File: config.mk
export PLATFORM = sky130hd
export DESIGN_NAME = mcra_frame_ctrl
export DESIGN_NICKNAME = d
export VERILOG_FILES = /design/src/rtl/core/mcra_pkg.sv /design/src/rtl/core/mcra_frame_ctrl.sv
export SDC_FILE = /design/constraint.sdc
export NUM_CORES = 1
export LEC_CHECK = 0
export BUFFER_PORTS_ARGS = -buffer_cell sky130_fd_sc_hd__buf_2
export CELL_PAD_IN_SITES_DETAIL_PLACEMENT = 0
export CELL_PAD_IN_SITES_GLOBAL_PLACEMENT = 1
export CORE_MARGIN = 1.5
export CORE_UTILIZATION = 46
export CTS_BUF_LIST = sky130_fd_sc_hd__clkbuf_16
export DETAILED_ROUTE_END_ITERATION = 8
export PLACE_DENSITY = 0.78
export SETUP_SLACK_MARGIN = 0.02
export SLEW_MARGIN = 20
export SYNTH_ARGS = -nofsm -noshare
export SYNTH_HDL_FRONTEND = slang
export SYNTH_SLANG_ARGS = --single-unit
export TNS_END_PERCENT = 30
File: constraint.sdc
create_clock -name clk -period 3.6 [get_ports clk]
set_clock_uncertainty 0.05 [all_clocks]
set_input_delay 0.18 -clock clk [delete_from_list [all_inputs] [get_ports clk]]
set_output_delay 0.18 -clock clk [all_outputs]
set_load 0.005 [all_outputs]
File: src/rtl/core/mcra_pkg.sv
// Shared types and constants of the minima-controlled noise estimator.
package mcra_pkg;

    localparam int MAG_W  = 24;
    localparam int PROB_W = 14;
    localparam int BIN_W  = 10;
    localparam int CNT_W  = 8;
    localparam int CFG_W  = 10;
    localparam int IDX_W  = 2;

    // Configuration register indexes
    localparam logic [IDX_W-1:0] CFG_LAST_BIN_INDEX     = 2'd0;
    localparam logic [IDX_W-1:0] CFG_LONG_WINDOW_FRAMES = 2'd1;
    localparam logic [IDX_W-1:0] CFG_STARTUP_FRAMES     = 2'd2;

    localparam logic [BIN_W-1:0] LAST_BIN_INDEX_RST     = 10'd256;
    localparam logic [CNT_W-1:0] LONG_WINDOW_FRAMES_RST = 8'd50;
    localparam logic [CNT_W-1:0] STARTUP_FRAMES_RST     = 8'd10;

    // Three quarters of unity presence in Q14
    localparam logic [PROB_W-1:0] PRESENCE_STEP = 14'd12288;
    localparam int                PROB_SHIFT    = 14;

    typedef struct packed {
        logic [MAG_W-1:0]  smoothed;
        logic [MAG_W-1:0]  local_min;
        logic [MAG_W-1:0]  running_min;
        logic [PROB_W-1:0] presence;
        logic [MAG_W-1:0]  noise;
    } entry_t;

    localparam int ENTRY_W = $bits(entry_t);

    typedef struct packed {
        logic             first;
        logic             swap;
        logic             last;
        logic [BIN_W-1:0] bin;
    } item_ctl_t;

    typedef struct packed {
        logic [MAG_W-1:0]  noise;
        logic [PROB_W-1:0] presence;
        logic [BIN_W-1:0]  bin;
        logic              last;
    } result_t;

endpackage

File: src/rtl/core/mcra_frame_ctrl.sv
// Configuration registers, bin and frame counters, and per-bin control flags.
module mcra_frame_ctrl #(
    parameter int MAX_BINS = 1024,
    localparam int AW      = $clog2(MAX_BINS)
) (
    input  logic                          clk,
    input  logic                          rst_n,
    input  logic                          cfg_wr_en,
    input  logic [mcra_pkg::IDX_W-1:0]    cfg_index,
    input  logic [mcra_pkg::CFG_W-1:0]    cfg_data,
    input  logic                          accept,
    output mcra_pkg::item_ctl_t           ctl,
    output logic [AW-1:0]                 addr
);

    localparam logic [AW-1:0] ADDR_LAST = AW'(MAX_BINS - 1);

    logic [mcra_pkg::BIN_W-1:0] last_bin_index_reg, last_bin_index_next;
    logic [mcra_pkg::CNT_W-1:0] long_window_reg, long_window_next;
    logic [mcra_pkg::CNT_W-1:0] startup_reg, startup_next;
    logic [mcra_pkg::CNT_W-1:0] frame_cnt_reg, frame_cnt_next;
    logic [mcra_pkg::CNT_W-1:0] window_phase_reg, window_phase_next;
    logic [mcra_pkg::BIN_W-1:0] bin_cnt_reg, bin_cnt_next;
    logic [AW-1:0]              addr_cnt_reg, addr_cnt_next;

    logic                       startup;
    logic [mcra_pkg::CNT_W:0]   phase_inc;
    logic                       window_end;

    always_comb
    begin
        startup    = frame_cnt_reg < startup_reg;
        phase_inc  = {1'b0, window_phase_reg} + 9'd1;
        window_end = phase_inc >= {1'b0, long_window_reg};

        ctl.first = startup && (frame_cnt_reg == '0);
        ctl.swap  = startup || window_end;
        ctl.last  = bin_cnt_reg >= last_bin_index_reg;
        ctl.bin   = bin_cnt_reg;
        addr      = addr_cnt_reg;
    end

    always_comb
    begin
        last_bin_index_next = last_bin_index_reg;
        long_window_next    = long_window_reg;
        startup_next        = startup_reg;
        if (cfg_wr_en)
        begin
            case (cfg_index)
                mcra_pkg::CFG_LAST_BIN_INDEX:     last_bin_index_next = cfg_data;
                mcra_pkg::CFG_LONG_WINDOW_FRAMES: long_window_next    = cfg_data[7:0];
                mcra_pkg::CFG_STARTUP_FRAMES:     startup_next        = cfg_data[7:0];
                default:                          ;
            endcase
        end
    end

    always_comb
    begin
        frame_cnt_next    = frame_cnt_reg;
        window_phase_next = window_phase_reg;
        bin_cnt_next      = bin_cnt_reg;
        addr_cnt_next     = addr_cnt_reg;
        if (accept)
        begin
            if (ctl.last)
            begin
                // Close the frame
                bin_cnt_next  = '0;
                addr_cnt_next = '0;
                if (startup)
                begin
                    frame_cnt_next = frame_cnt_reg + 8'd1;
                end
                window_phase_next = window_end ? '0 : phase_inc[mcra_pkg::CNT_W-1:0];
            end
            else
            begin
                bin_cnt_next  = bin_cnt_reg + 10'd1;
                addr_cnt_next = (addr_cnt_reg == ADDR_LAST) ? '0 : addr_cnt_reg + AW'(1);
            end
        end
    end

    always_ff @(posedge clk or negedge rst_n)
    begin
        if (!rst_n)
        begin
            last_bin_index_reg <= mcra_pkg::LAST_BIN_INDEX_RST;
            long_window_reg    <= mcra_pkg::LONG_WINDOW_FRAMES_RST;
            startup_reg        <= mcra_pkg::STARTUP_FRAMES_RST;
            frame_cnt_reg      <= '0;
            window_phase_reg   <= '0;
            bin_cnt_reg        <= '0;
            addr_cnt_reg       <= '0;
        end
        else
        begin
            last_bin_index_reg <= last_bin_index_next;
            long_window_reg    <= long_window_next;
            startup_reg        <= startup_next;
            frame_cnt_reg      <= frame_cnt_next;
            window_phase_reg   <= window_phase_next;
            bin_cnt_reg        <= bin_cnt_next;
            addr_cnt_reg       <= addr_cnt_next;
        end
    end

    a_frame_restart: assert property (@(posedge clk) disable iff (!rst_n)
        accept && ctl.last |=> bin_cnt_reg == '0 && addr_cnt_reg == '0)
        else $error("bin counters did not restart after the last bin of a frame");

endmodule

==> flow_summary.toml <==
[run_status]
status = "finished clean"

[final_layout]
nNetsFinal = 436
fillers = 682
syn_to_final_growth_pct = 16.44
n_antenna_cell = 0
drive_gt1_frac = 0.2051
fin_area_mm2 = 0.003998
fin_util = 0.5511
fin_cells = 494

[sta]
finalMaxSlewViolations = 0
period_needed_ns = 3.115
layout_worst_path_cycle_share = 0.8652
fin_setup_tns_ns = 0
whs_ns = 0.01202
setup_viol = 0
worst_pin_slew_ns = 0.9826
maxSlewHeadroom = 0.3421
rsz0062_at_grt = "false"
fin_ws_ns = 0.4852
hold_viol_final = 0
max_clock_freq_mhz = 321.1

[power]
p_comb_frac = 0.286
internal_power_mw = 1.637
power_switching_mw = 0.8207
p_leak_nw = 2.026
swShare = 0.3339
finalPower_mw = 2.458
seqPwrFrac = 0.415
power_density_mw_per_mm2 = 614.8
clockPowerShare = 0.299
ir_worst_vdd_v = 0.0002942

[die]
design.core.area_mm2 = 0.007253
io_pins = 39
die_area_mm2 = 0.007991
dieWidth_um = 89.39
rows = 31
initial_core_util = 0.4733
die_y_um = 89.39

[synth]
ys_seq_area_frac = 0.4541
synth_area_per_cell_um2 = 9.981
synth.area.top_cells = "dfrtp_1 41%, ha_1 11%, mux2_2 5.9%"
ys_ff_latch = 62
yosysTopAreaCellShare = 0.4082
synth_common_cells = "56 x dfrtp_1, 33 x inv_1, 32 x nand2_1"
synth-edff-count = 0
yosys.area.top_type = "dfrtp_1"
synthesis.nets = 390
synth_cell_types = 46
synth_warnings = 0
synth_area_mm2 = 0.003433
syn_inst = 344
async_reset_ff_frac = 1.000
post-synth-top-count-cell = "dfrtp_1"
synth-main-ff-cell = "dfrtp_1"

[clock_network]
cts_buffers = 9
root_buffer = "clkbuf_16"
cts_tree = "yes"
cts.sinks = 62
insertion_delay_ns = 0.32
cts_max_path_buffers = 2
ctsResizeCount = 0
htreeDepth = 3
clk_pin_slew_worst_paths_ns = 0.05

[flow_run]
maxCapViolCount = 0

[worst_setup_path]
timing.rr.end = "window_phase_reg[5]$_DFFE_PN0P_"
arrival_ns = 2.88
crit_required_ns = 3.37
r2r_cells = 11
critPathCapture = "ctl[11]"
reg2reg_from = "window_phase_reg[0]$_DFFE_PN0P_"
cp_max_fo = 6
crit_type = "reg2out"
startpoint = "window_phase_reg[0]$_DFFE_PN0P_"
crit_path_end_kind = "output port"
cp-start-kind = "register"
r2r_setup_slack_ns = 0.56

[routing]
drt_iter0_markers = 148
drtAntennaViolNets = 0
vias_per_cell = 5.294
route.detailed.drc = 0
num_vias = 2615
wl_per_cell_um = 14.62
wirelength_mm = 7.222
drt_pass1_iterations = 4

[global_routing]
grt_pass1_vias = 2570
grt_overflow = 0
grt_max_degree = 41
grt_pass1_wl_mm = 12.41
antenna_found_initial = 0
grt_usage = 0.2094

[place]
dp.cells = 477
post-place-ws_ns = 0.5389
gp_congestion = 0.8252
dp_hpwl_mm = 5.271
io_buffers = 38
placed_area_mm2 = 0.003734

[hold_path]
hold_class = "in2reg"
cell usage in the layout, fill, tap and decap left out, types with 2 or more instances in the layout:
cell       count
a21o_1         3
nand3_1       22
o211ai_1       2
and4_1         2
buf_2         38
o21ai_0       22
dfstp_2        6
nand3b_1       3
ha_1          30
nand2b_1       6
o2bb2ai_1      3
mux2i_1        2
clkbuf_16      9
xor2_1         8
xnor2_1       12
a211o_1        2
nand4_1        8
nor2_1        17
and3_1        11
o21a_1         2
dfrtp_1       56
inv_1         37
nand2_1       32
mux2_2        18
clkinv_2       2
or4_1          3
a21oi_1       10
o22ai_1        2
nor3_1         6
cell type report:
type	count	area, µm²	share of cell area
Multi-Input combinational cell	243	1725	0.4316
Sequential cell	62	1559	0.3900
Clock buffer	9	225.2	0.05634
Timing Repair Buffer	40	207.7	0.05196
Inverter	34	127.6	0.03192
Tap cell	99	123.9	0.03099
Clock inverter	7	28.78	0.007199
worst min path at each step:
| stage | start | endpoint | slack (ns) | cells past startpoint |
|---|---|---|---|---|
| floorplan | rst_n | addr[0]$_DFFE_PN0P_ | -0.17 | 0 |
| global placement | rst_n | startup_reg[5]$_DFFE_PN0P_ | 0.31 | 1 |
| detailed placement | rst_n | startup_reg[5]$_DFFE_PN0P_ | 0.32 | 1 |
| CTS | cfg_data[8] | last_bin_index_reg[8]$_DFFE_PN1P_ | 0.005 | 3 |
| global route | cfg_data[8] | last_bin_index_reg[8]$_DFFE_PN1P_ | 0.03 | 3 |
| finish | cfg_data[8] | last_bin_index_reg[8]$_DFFE_PN1P_ | 0.01 | 3 |
worst max-delay path: stages (launching register included):
cell and delay, ns:
dfrtp_1 0.42, ha_1 0.27, nand4_1 0.14, or2_2 0.33, xnor2_1 0.13, ha_1 0.29
nand3_1 0.11, o22ai_1 0.09, a211o_1 0.30, or3_1 0.36, buf_2 0.13
cell families (layout without fill, tap and decap cells):
group,after synthesis,after routing,synth area share
compound gates,54,54,0.09767
xor+xnor,20,20,0.05102
fa+ha+maj,30,30,0.1093
buf+inv,39,90,0.04337
flops,62,62,0.4541
mux,20,20,0.06487
simple gates,119,119,0.1797
metal layers:
metal / vias to the layer above / routed length, µm / GRT usage
met5: - / 0 / 0
met4: 0 / 53 / 0.09231
met3: 6 / 271 / 0.04617
met2: 46 / 3441 / 0.3342
met1: 1257 / 3456 / 0.2738
li1: 1306 / - / -
power groups by stage:
stage | sequential (mW) | clock, mW | combinational (mW)
floorplan | 0.997 | 0 | 0.497
global placement | 1.03 | 0 | 0.697
detailed placement | 1.03 | 0 | 0.710
CTS | 1.02 | 0.752 | 0.717
global route | 1.05 | 0.787 | 0.837
finish | 1.02 | 0.734 | 0.703
repair_timing:
action | in CTS | in global routing
hold buffers | 1 | 0
endpoints found under the hold margin | 36 | 0
setup buffers | 0 | 0
Power figures use the tool's default switching activity.
