[src/rtl/core/mcra_pkg.sv]
// Shared types and constants of the minima-controlled noise estimator.
package mcra_pkg;

    localparam int MAG_W  = 24;
    localparam int PROB_W = 14;
    localparam int BIN_W  = 10;
    localparam int CNT_W  = 8;
    localparam int CFG_W  = 10;
    localparam int IDX_W  = 2;

    // Configuration register indexes
    localparam logic [IDX_W-1:0] CFG_LAST_BIN_INDEX     = 2'd0;
    localparam logic [IDX_W-1:0] CFG_LONG_WINDOW_FRAMES = 2'd1;
    localparam logic [IDX_W-1:0] CFG_STARTUP_FRAMES     = 2'd2;

    localparam logic [BIN_W-1:0] LAST_BIN_INDEX_RST     = 10'd256;
    localparam logic [CNT_W-1:0] LONG_WINDOW_FRAMES_RST = 8'd50;
    localparam logic [CNT_W-1:0] STARTUP_FRAMES_RST     = 8'd10;

    // Three quarters of unity presence in Q14
    localparam logic [PROB_W-1:0] PRESENCE_STEP = 14'd12288;
    localparam int                PROB_SHIFT    = 14;

    typedef struct packed {
        logic [MAG_W-1:0]  smoothed;
        logic [MAG_W-1:0]  local_min;
        logic [MAG_W-1:0]  running_min;
        logic [PROB_W-1:0] presence;
        logic [MAG_W-1:0]  noise;
    } entry_t;

    localparam int ENTRY_W = $bits(entry_t);

    typedef struct packed {
        logic             first;
        logic             swap;
        logic             last;
        logic [BIN_W-1:0] bin;
    } item_ctl_t;

    typedef struct packed {
        logic [MAG_W-1:0]  noise;
        logic [PROB_W-1:0] presence;
        logic [BIN_W-1:0]  bin;
        logic              last;
    } result_t;

endpackage

[src/rtl/core/mcra_if.sv]


interface mcra_out_if;
    logic                        valid;
    logic                        ready;
    logic [mcra_pkg::MAG_W-1:0]  noise_estimate;
    logic [mcra_pkg::PROB_W-1:0] presence_prob;
    logic [mcra_pkg::BIN_W-1:0]  bin_index;
    logic                        last_bin;

    modport source (output valid, output noise_estimate, output presence_prob,
                    output bin_index, output last_bin, input ready);
    modport sink (input valid, input noise_estimate, input presence_prob,
                  input bin_index, input last_bin, output ready);
endinterface

[src/rtl/core/mcra_out_buf.sv]
// Two-entry result buffer that decouples the pipeline from the output channel.
module mcra_out_buf (
    input  logic              clk,
    input  logic              rst_n,
    input  logic              push,
    input  mcra_pkg::result_t result,
    output logic              room,
    mcra_out_if.source        estimate
);

    mcra_pkg::result_t slots_reg [2];
    logic [1:0]        count_reg, count_next;
    logic              wr_ptr_reg, wr_ptr_next;
    logic              rd_ptr_reg, rd_ptr_next;
    logic              pop;
    mcra_pkg::result_t head;

    always_comb
    begin
        head                    = slots_reg[rd_ptr_reg];
        room                    = count_reg != 2'd2;
        estimate.valid          = count_reg != 2'd0;
        estimate.noise_estimate = head.noise;
        estimate.presence_prob  = head.presence;
        estimate.bin_index      = head.bin;
        estimate.last_bin       = head.last;
        pop                     = estimate.valid && estimate.ready;

        wr_ptr_next = push ? ~wr_ptr_reg : wr_ptr_reg;
        rd_ptr_next = pop ? ~rd_ptr_reg : rd_ptr_reg;
        count_next  = count_reg + {1'b0, push} - {1'b0, pop};
    end

    always_ff @(posedge clk or negedge rst_n)
    begin
        if (!rst_n)
        begin
            count_reg  <= '0;
            wr_ptr_reg <= 1'b0;
            rd_ptr_reg <= 1'b0;
        end
        else
        begin
            count_reg  <= count_next;
            wr_ptr_reg <= wr_ptr_next;
            rd_ptr_reg <= rd_ptr_next;
        end
    end

    always_ff @(posedge clk)
    begin
        if (push)
        begin
            slots_reg[wr_ptr_reg] <= result;
        end
    end

    a_no_overflow: assert property (@(posedge clk) disable iff (!rst_n)
        count_reg == 2'd2 |-> !push)
        else $error("result arrived while the output buffer was full");

endmodule

[src/flat_wrapper.sv]
// flat-port wrapper written by rule: the top's interface ports become plain ports
module mcra_out_buf_flat 
  (clk, rst_n, push, result, room, estimate_valid, estimate_noise_estimate, estimate_presence_prob, estimate_bin_index, estimate_last_bin, estimate_ready);
  mcra_out_if estimate_i ();
  input  logic clk;
  input  logic rst_n;
  input  logic push;
  input  mcra_pkg::result_t result;
  output logic room;
  output wire logic [$bits(estimate_i.valid)-1:0] estimate_valid;
  output wire logic [$bits(estimate_i.noise_estimate)-1:0] estimate_noise_estimate;
  output wire logic [$bits(estimate_i.presence_prob)-1:0] estimate_presence_prob;
  output wire logic [$bits(estimate_i.bin_index)-1:0] estimate_bin_index;
  output wire logic [$bits(estimate_i.last_bin)-1:0] estimate_last_bin;
  input wire logic [$bits(estimate_i.ready)-1:0] estimate_ready;
  assign estimate_valid = estimate_i.valid;
  assign estimate_noise_estimate = estimate_i.noise_estimate;
  assign estimate_presence_prob = estimate_i.presence_prob;
  assign estimate_bin_index = estimate_i.bin_index;
  assign estimate_last_bin = estimate_i.last_bin;
  assign estimate_i.ready = estimate_ready;
  mcra_out_buf u_core (.clk(clk), .rst_n(rst_n), .push(push), .result(result), .room(room), .estimate(estimate_i));
endmodule
[config.mk]
export PLATFORM = sky130hd
export DESIGN_NAME = mcra_out_buf_flat
export DESIGN_NICKNAME = d
export VERILOG_FILES = /design/src/rtl/core/mcra_pkg.sv /design/src/rtl/core/mcra_if.sv /design/src/rtl/core/mcra_out_buf.sv /design/src/flat_wrapper.sv
export SDC_FILE = /design/constraint.sdc
export NUM_CORES = 1
export LEC_CHECK = 0
export ABC_AREA = 1
export BUFFER_PORTS_ARGS = -buffer_cell sky130_fd_sc_hd__buf_4
export CAP_MARGIN = 20
export CORE_MARGIN = 3
export CORE_UTILIZATION = 47
export CTS_CLUSTER_DIAMETER = 200
export CTS_CLUSTER_SIZE = 10
export DETAILED_ROUTE_END_ITERATION = 10
export PLACE_DENSITY = 0.81
export SKIP_LAST_GASP = 1
export SYNTH_ARGS = -nofsm -noshare
export SYNTH_HDL_FRONTEND = slang
export SYNTH_SLANG_ARGS = --single-unit
[constraint.sdc]
create_clock -name clk -period 2.75 [get_ports clk]
set_input_delay 0.55 -clock clk [delete_from_list [all_inputs] [get_ports clk]]
set_output_delay 0.55 -clock clk [all_outputs]
set_load 0.1 [all_outputs]
==> flow_summary.toml, run 1 <==
[drt]
wl_met3_um = 489
wl_mm = 7.20
drtPass1Iterations = 6
drc = 0
top_layer = "met4"
route.met2.wl_mm = 3.69
viasPerCell = 4.75
detail-route-antenna-nets = 0
vias = 2365
first_iter_violations = 130
wl_per_cell_um = 14.5
wl_met1_mm = 2.99

[sta]
relSlewSlack = 0.609
fin_setup_tns_ns = 0
period_share = 0.914
finalSetupViolCount = 0
rsz0062_at_grt = "no"
drv_slew = 0
clock_skew_ns = 0.00723
max_freq_mhz = 398
worstMarginPinSlew_ns = 0.587
finalCriticalPeriod_ns = 2.51
final-hold-violation-count = 0
setup_ws_ns = 0.235

[synthesis]
synth_common_cells = "158 x nand2_1, 98 x edfxtp_1, 8 x inv_1"
synth.distinct_cells = 13
yosys-top-cells-area = "edfxtp_1 77%, nand2_1 15%, dfrtp_1 2.6%"
avgSynthCellArea_um2 = 13.4
async_flop_share = 0.0392
ys_seq_area_frac = 0.793
synth-edff-count = 98
netlist_area_um2 = 3840
yosysWarnings = 0
synth_ff_type = "edfxtp_1"
yosys_register_bits = 102
synthMostInstantiatedCell = "nand2_1"
synth_top_area_cell = "edfxtp_1"
syn_nets = 341
synth.top_cell.area_share = 0.767
synthCells = 286

[cells_and_area]
nets = 448
largest_register_ffs = 98
drive_gt1_frac = 0.311
area_growth_pct = 26.9
diodes = 0
n_fill_cell = 617

[floorplanning]
core_area_um2 = 7810
fp-row-count = 32
dieHeight_um = 96.4
dieWidth_um = 96.4
start_util = 0.492
die-area_um2 = 9290
ioPinCount = 104

[worst_setup_path]
cp-end-kind = "output port"
critPathRequiredTime_ns = 2.20
cp_max_fo = 29
r2r-start = "u_core.wr_ptr_reg$_DFFE_PN0P_"
crit_type = "reg -> out"
critPathLaunchType = "flop"
regToRegEndpoint = "u_core.slots_reg[1][2]$_DFFE_PP_"
cp_data_arrival_time_ns = 1.96
cp-startpoint = "u_core.rd_ptr_reg$_DFFE_PN0P_"
ff2ff_setup_slack_ns = 1.25
reg2regPathDepth = 3
critical_path.endpoint = "estimate_presence_prob[4]"

[cts]
clk_pin_slew_ns = 0.09
cts_tree = "built"
cts-buffers-inserted = 9
postCtsHoldBufs = 1
root_buffer = "clkbuf_8"
cts_sinks = 102
cts_resized = 0
worstSkewPairLatency_ns = 0.35
postCtsSetupBuffers = 0
clk_path_buf_depth = 2
ctsHtreeMaxLevel = 3

[placed_design]
numPortBuffers = 103
gp_congestion = 0.693
hpwl_mm = 4.71
place_ws_ns = 0.603

[grt]
antenna_found_initial = 0
grt_pass1_vias = 2297
grt_pass1_wl_mm = 10.8
grt_max_degree = 51
track_usage = 0.157
gr-total-overflow = 0

[run]
max_cap_violations = 0

[hold_path]
hold_class = "in -> reg"

[outcome]
status = "finished, final reports clean"
-- critical path: stages, from the launching register on --
cell and delay, ns:
dfrtp_2 0.75, buf_4 0.37, nand2_1 0.09, nand2_1 0.10, buf_4 0.29
-- per-stage QoR --
stage	std cells	utilization	area, µm²	hold slack, ns
floorplan	286	-	3840	0.254
global placement	483	0.600	4690	0.349
detailed placement	483	0.600	4690	0.350
CTS	498	0.624	4870	0.356
global route	498	0.624	4870	0.344
finish	498	0.624	4870	0.378
-- layer usage --
layer | vias up | global-route usage
li1 | 1157 | -
met2 | 81 | 0.269
met5 | - | 0
met1 | 1123 | 0.189
met3 | 4 | 0.0519
met4 | 0 | 0.0491
-- kinds of logic after synthesis --
group / share of synthesized area
xor gates and xnor gates: 0.00228
adders and majority gates: 0.00652
buffers and inverters: 0.0391
DFF: 0.793
and+or+nand+nor: 0.159
-- worst min-delay path by stage --
| stage | start | end | slack [ns] | cells after the start |
|---|---|---|---|---|
| after floorplan | rst_n | u_core.count_reg[0]$_DFF_PN0_ | 0.25 | 0 |
| after global placement | rst_n | u_core.count_reg[0]$_DFF_PN0_ | 0.35 | 1 |
| after detailed placement | rst_n | u_core.count_reg[0]$_DFF_PN0_ | 0.35 | 1 |
| after CTS | result[21] | u_core.slots_reg[0][21]$_DFFE_PP_ | 0.36 | 1 |
| after global routing | result[38] | u_core.slots_reg[0][38]$_DFFE_PP_ | 0.34 | 1 |
| final | result[21] | u_core.slots_reg[0][21]$_DFFE_PP_ | 0.38 | 1 |
-- placed cells by master (no fill, tap or decap), drive strengths merged --
master and n:
nor2 1, clkinv 3, inv 10, clkbuf 9, ha 2, dlygate4sd3 1, bufinv 1, edfxtp 98
buf 106, dfrtp 4, nand3 2, xor2 1, nand2 158
-- area by class of cell --
cell class              instances  area [µm²]  share of cell area
clock buffers                   9         124              0.0254
well taps                     102         128              0.0262
inverters                       9        41.3             0.00847
flip-flops and latches        102        3040               0.625
clock inverters                 5        51.3              0.0105
multi-input cells             164         653               0.134
repair buffers                107         831               0.171
Power of run 1 is left out: the tool's default activity adds up to more than one toggle a clock period on the data nets, which glitch-free logic cannot reach.
==> run 2: changes to the inputs <==
CORE_ASPECT_RATIO = 1.5   (was unset)
PLACE_DENSITY = 0.74   (was 0.81)
SETUP_SLACK_MARGIN = 0.5   (was unset)
==> flow_summary.toml, run 2 (synthesis gave the netlist of run 1 again) <==
[placed_design]
numPortBuffers = 103
hpwl_mm = 4.59
gp_congestion = 0.706

[floorplanning]
core_area_um2 = 7760
start_util = 0.495
die-area_um2 = 9310
ioPinCount = 104
fp-row-count = 39
dieWidth_um = 79.8
dieHeight_um = 117

[cts]
clk_pin_slew_ns = 0.07
cts_tree = "built"
ctsHtreeMaxLevel = 3
root_buffer = "clkbuf_16"
cts-buffers-inserted = 9
clk_path_buf_depth = 2
worstSkewPairLatency_ns = 0.32
cts_sinks = 102

[drt]
viasPerCell = 4.69
drtPass1Iterations = 4
wl_per_cell_um = 13.8
vias = 2361
detail-route-antenna-nets = 0
drc = 0
wl_mm = 6.96
first_iter_violations = 165

[sta]
relSlewSlack = 0.573
finalCriticalPeriod_ns = 2.09
final-hold-violation-count = 0
worstMarginPinSlew_ns = 0.641
rsz0062_at_grt = "no"
max_freq_mhz = 478
fin_setup_tns_ns = 0
clock_skew_ns = 0.00584
drv_slew = 0
finalSetupViolCount = 0
period_share = 0.760

[grt]
track_usage = 0.156
grt_pass1_vias = 2327
antenna_found_initial = 0
grt_max_degree = 51
grt_pass1_wl_mm = 10.8
gr-total-overflow = 0

[worst_setup_path]
critPathRequiredTime_ns = 2.20
crit_type = "reg -> out"
cp_max_fo = 50
critPathLaunchType = "flop"
cp_data_arrival_time_ns = 1.54
cp-end-kind = "output port"

[cells_and_area]
area_growth_pct = 30.9
nets = 452
n_fill_cell = 598
layout_common_cells = "158 x nand2_1, 110 x buf_4, 98 x edfxtp_1"
largest_register_ffs = 98
multi_input_comb_area_um2 = 653
layout_commonest_cell = "nand2_1"
diodes = 0
drive_gt1_frac = 0.322
regArea_um2 = 3050

[run]
max_cap_violations = 0

[hold_path]
hold_class = "in -> reg"

[outcome]
status = "finished, final reports clean"
-- run 2: changes by cell type in the layout (fill, tap and decap cells not counted), sizes merged --
| cell | change |
|---|---|
| buf | +4 |
| clkinv | -3 |
| clkbuf | +1 |
| clkinvlp | +2 |
| bufinv | +1 |
-- run 2: final timing paths --
kind	startpoint	end	slack, ns	cells past startpoint
worst max-delay path	u_core.rd_ptr_reg$_DFFE_PN0P_	estimate_bin_index[8]	0.66	4
worst min-delay path	result[42]	u_core.slots_reg[0][42]$_DFFE_PP_	0.40	1
worst max register to register	u_core.count_reg[1]$_DFF_PN0_	u_core.count_reg[1]$_DFF_PN0_	1.25	10
worst min register to register	u_core.wr_ptr_reg$_DFFE_PN0P_	u_core.wr_ptr_reg$_DFFE_PN0P_	0.55	1
max in group asynchronous	rst_n	u_core.rd_ptr_reg$_DFFE_PN0P_	2.08	2
min in group asynchronous	rst_n	u_core.wr_ptr_reg$_DFFE_PN0P_	0.55	2
-- run 2: layer usage --
| layer | part of all wire | wire length (µm) | vias up | track usage |
|---|---|---|---|---|
| met5 | 0 | 0 | - | 0 |
| met4 | 0.022 | 153 | 0 | 0.0699 |
| met3 | 0.060 | 419 | 12 | 0.0370 |
| met2 | 0.54 | 3790 | 78 | 0.281 |
| met1 | 0.37 | 2600 | 1095 | 0.175 |
| li1 | - | - | 1176 | - |
-- run 2: repair_timing --
action	CTS	global route
setup endpoints to repair	49	23
cloned	0	0
hold buffers	1	0
gates resized for setup	3	0
setup buffers	1	1
endpoints found under the hold margin	1	0
-- run 2: final cells by class --
class / count / area share
clock inverter: 5 / 0.0167
timing repair buffer: 111 / 0.166
clock buffer: 10 / 0.0456
inverter: 9 / 0.00996
tap: 102 / 0.0254
multi-input combinational: 164 / 0.130
sequential: 102 / 0.606
-- run 2: critical path: stages (launching register included) --
cell and delay, ns:
dfrtp_4 0.56, inv_16 0.18, nand2_1 0.08, nand2_1 0.09, buf_4 0.29
-- run 2: stage by stage --
stage / setup slack [ns] / util / instances / cell area (µm²) / hold slack (ns)
after floorplan: 0.731 / - / 286 / 3850 / 0.254
after global placement: 0.726 / 0.603 / 485 / 4680 / 0.350
after detailed placement: 0.688 / 0.603 / 485 / 4680 / 0.351
after CTS: 0.555 / 0.647 / 502 / 5020 / 0.395
after global routing: 0.573 / 0.648 / 503 / 5030 / 0.389
final: 0.660 / 0.648 / 503 / 5030 / 0.403
Power of run 2 is left out for the same reason.
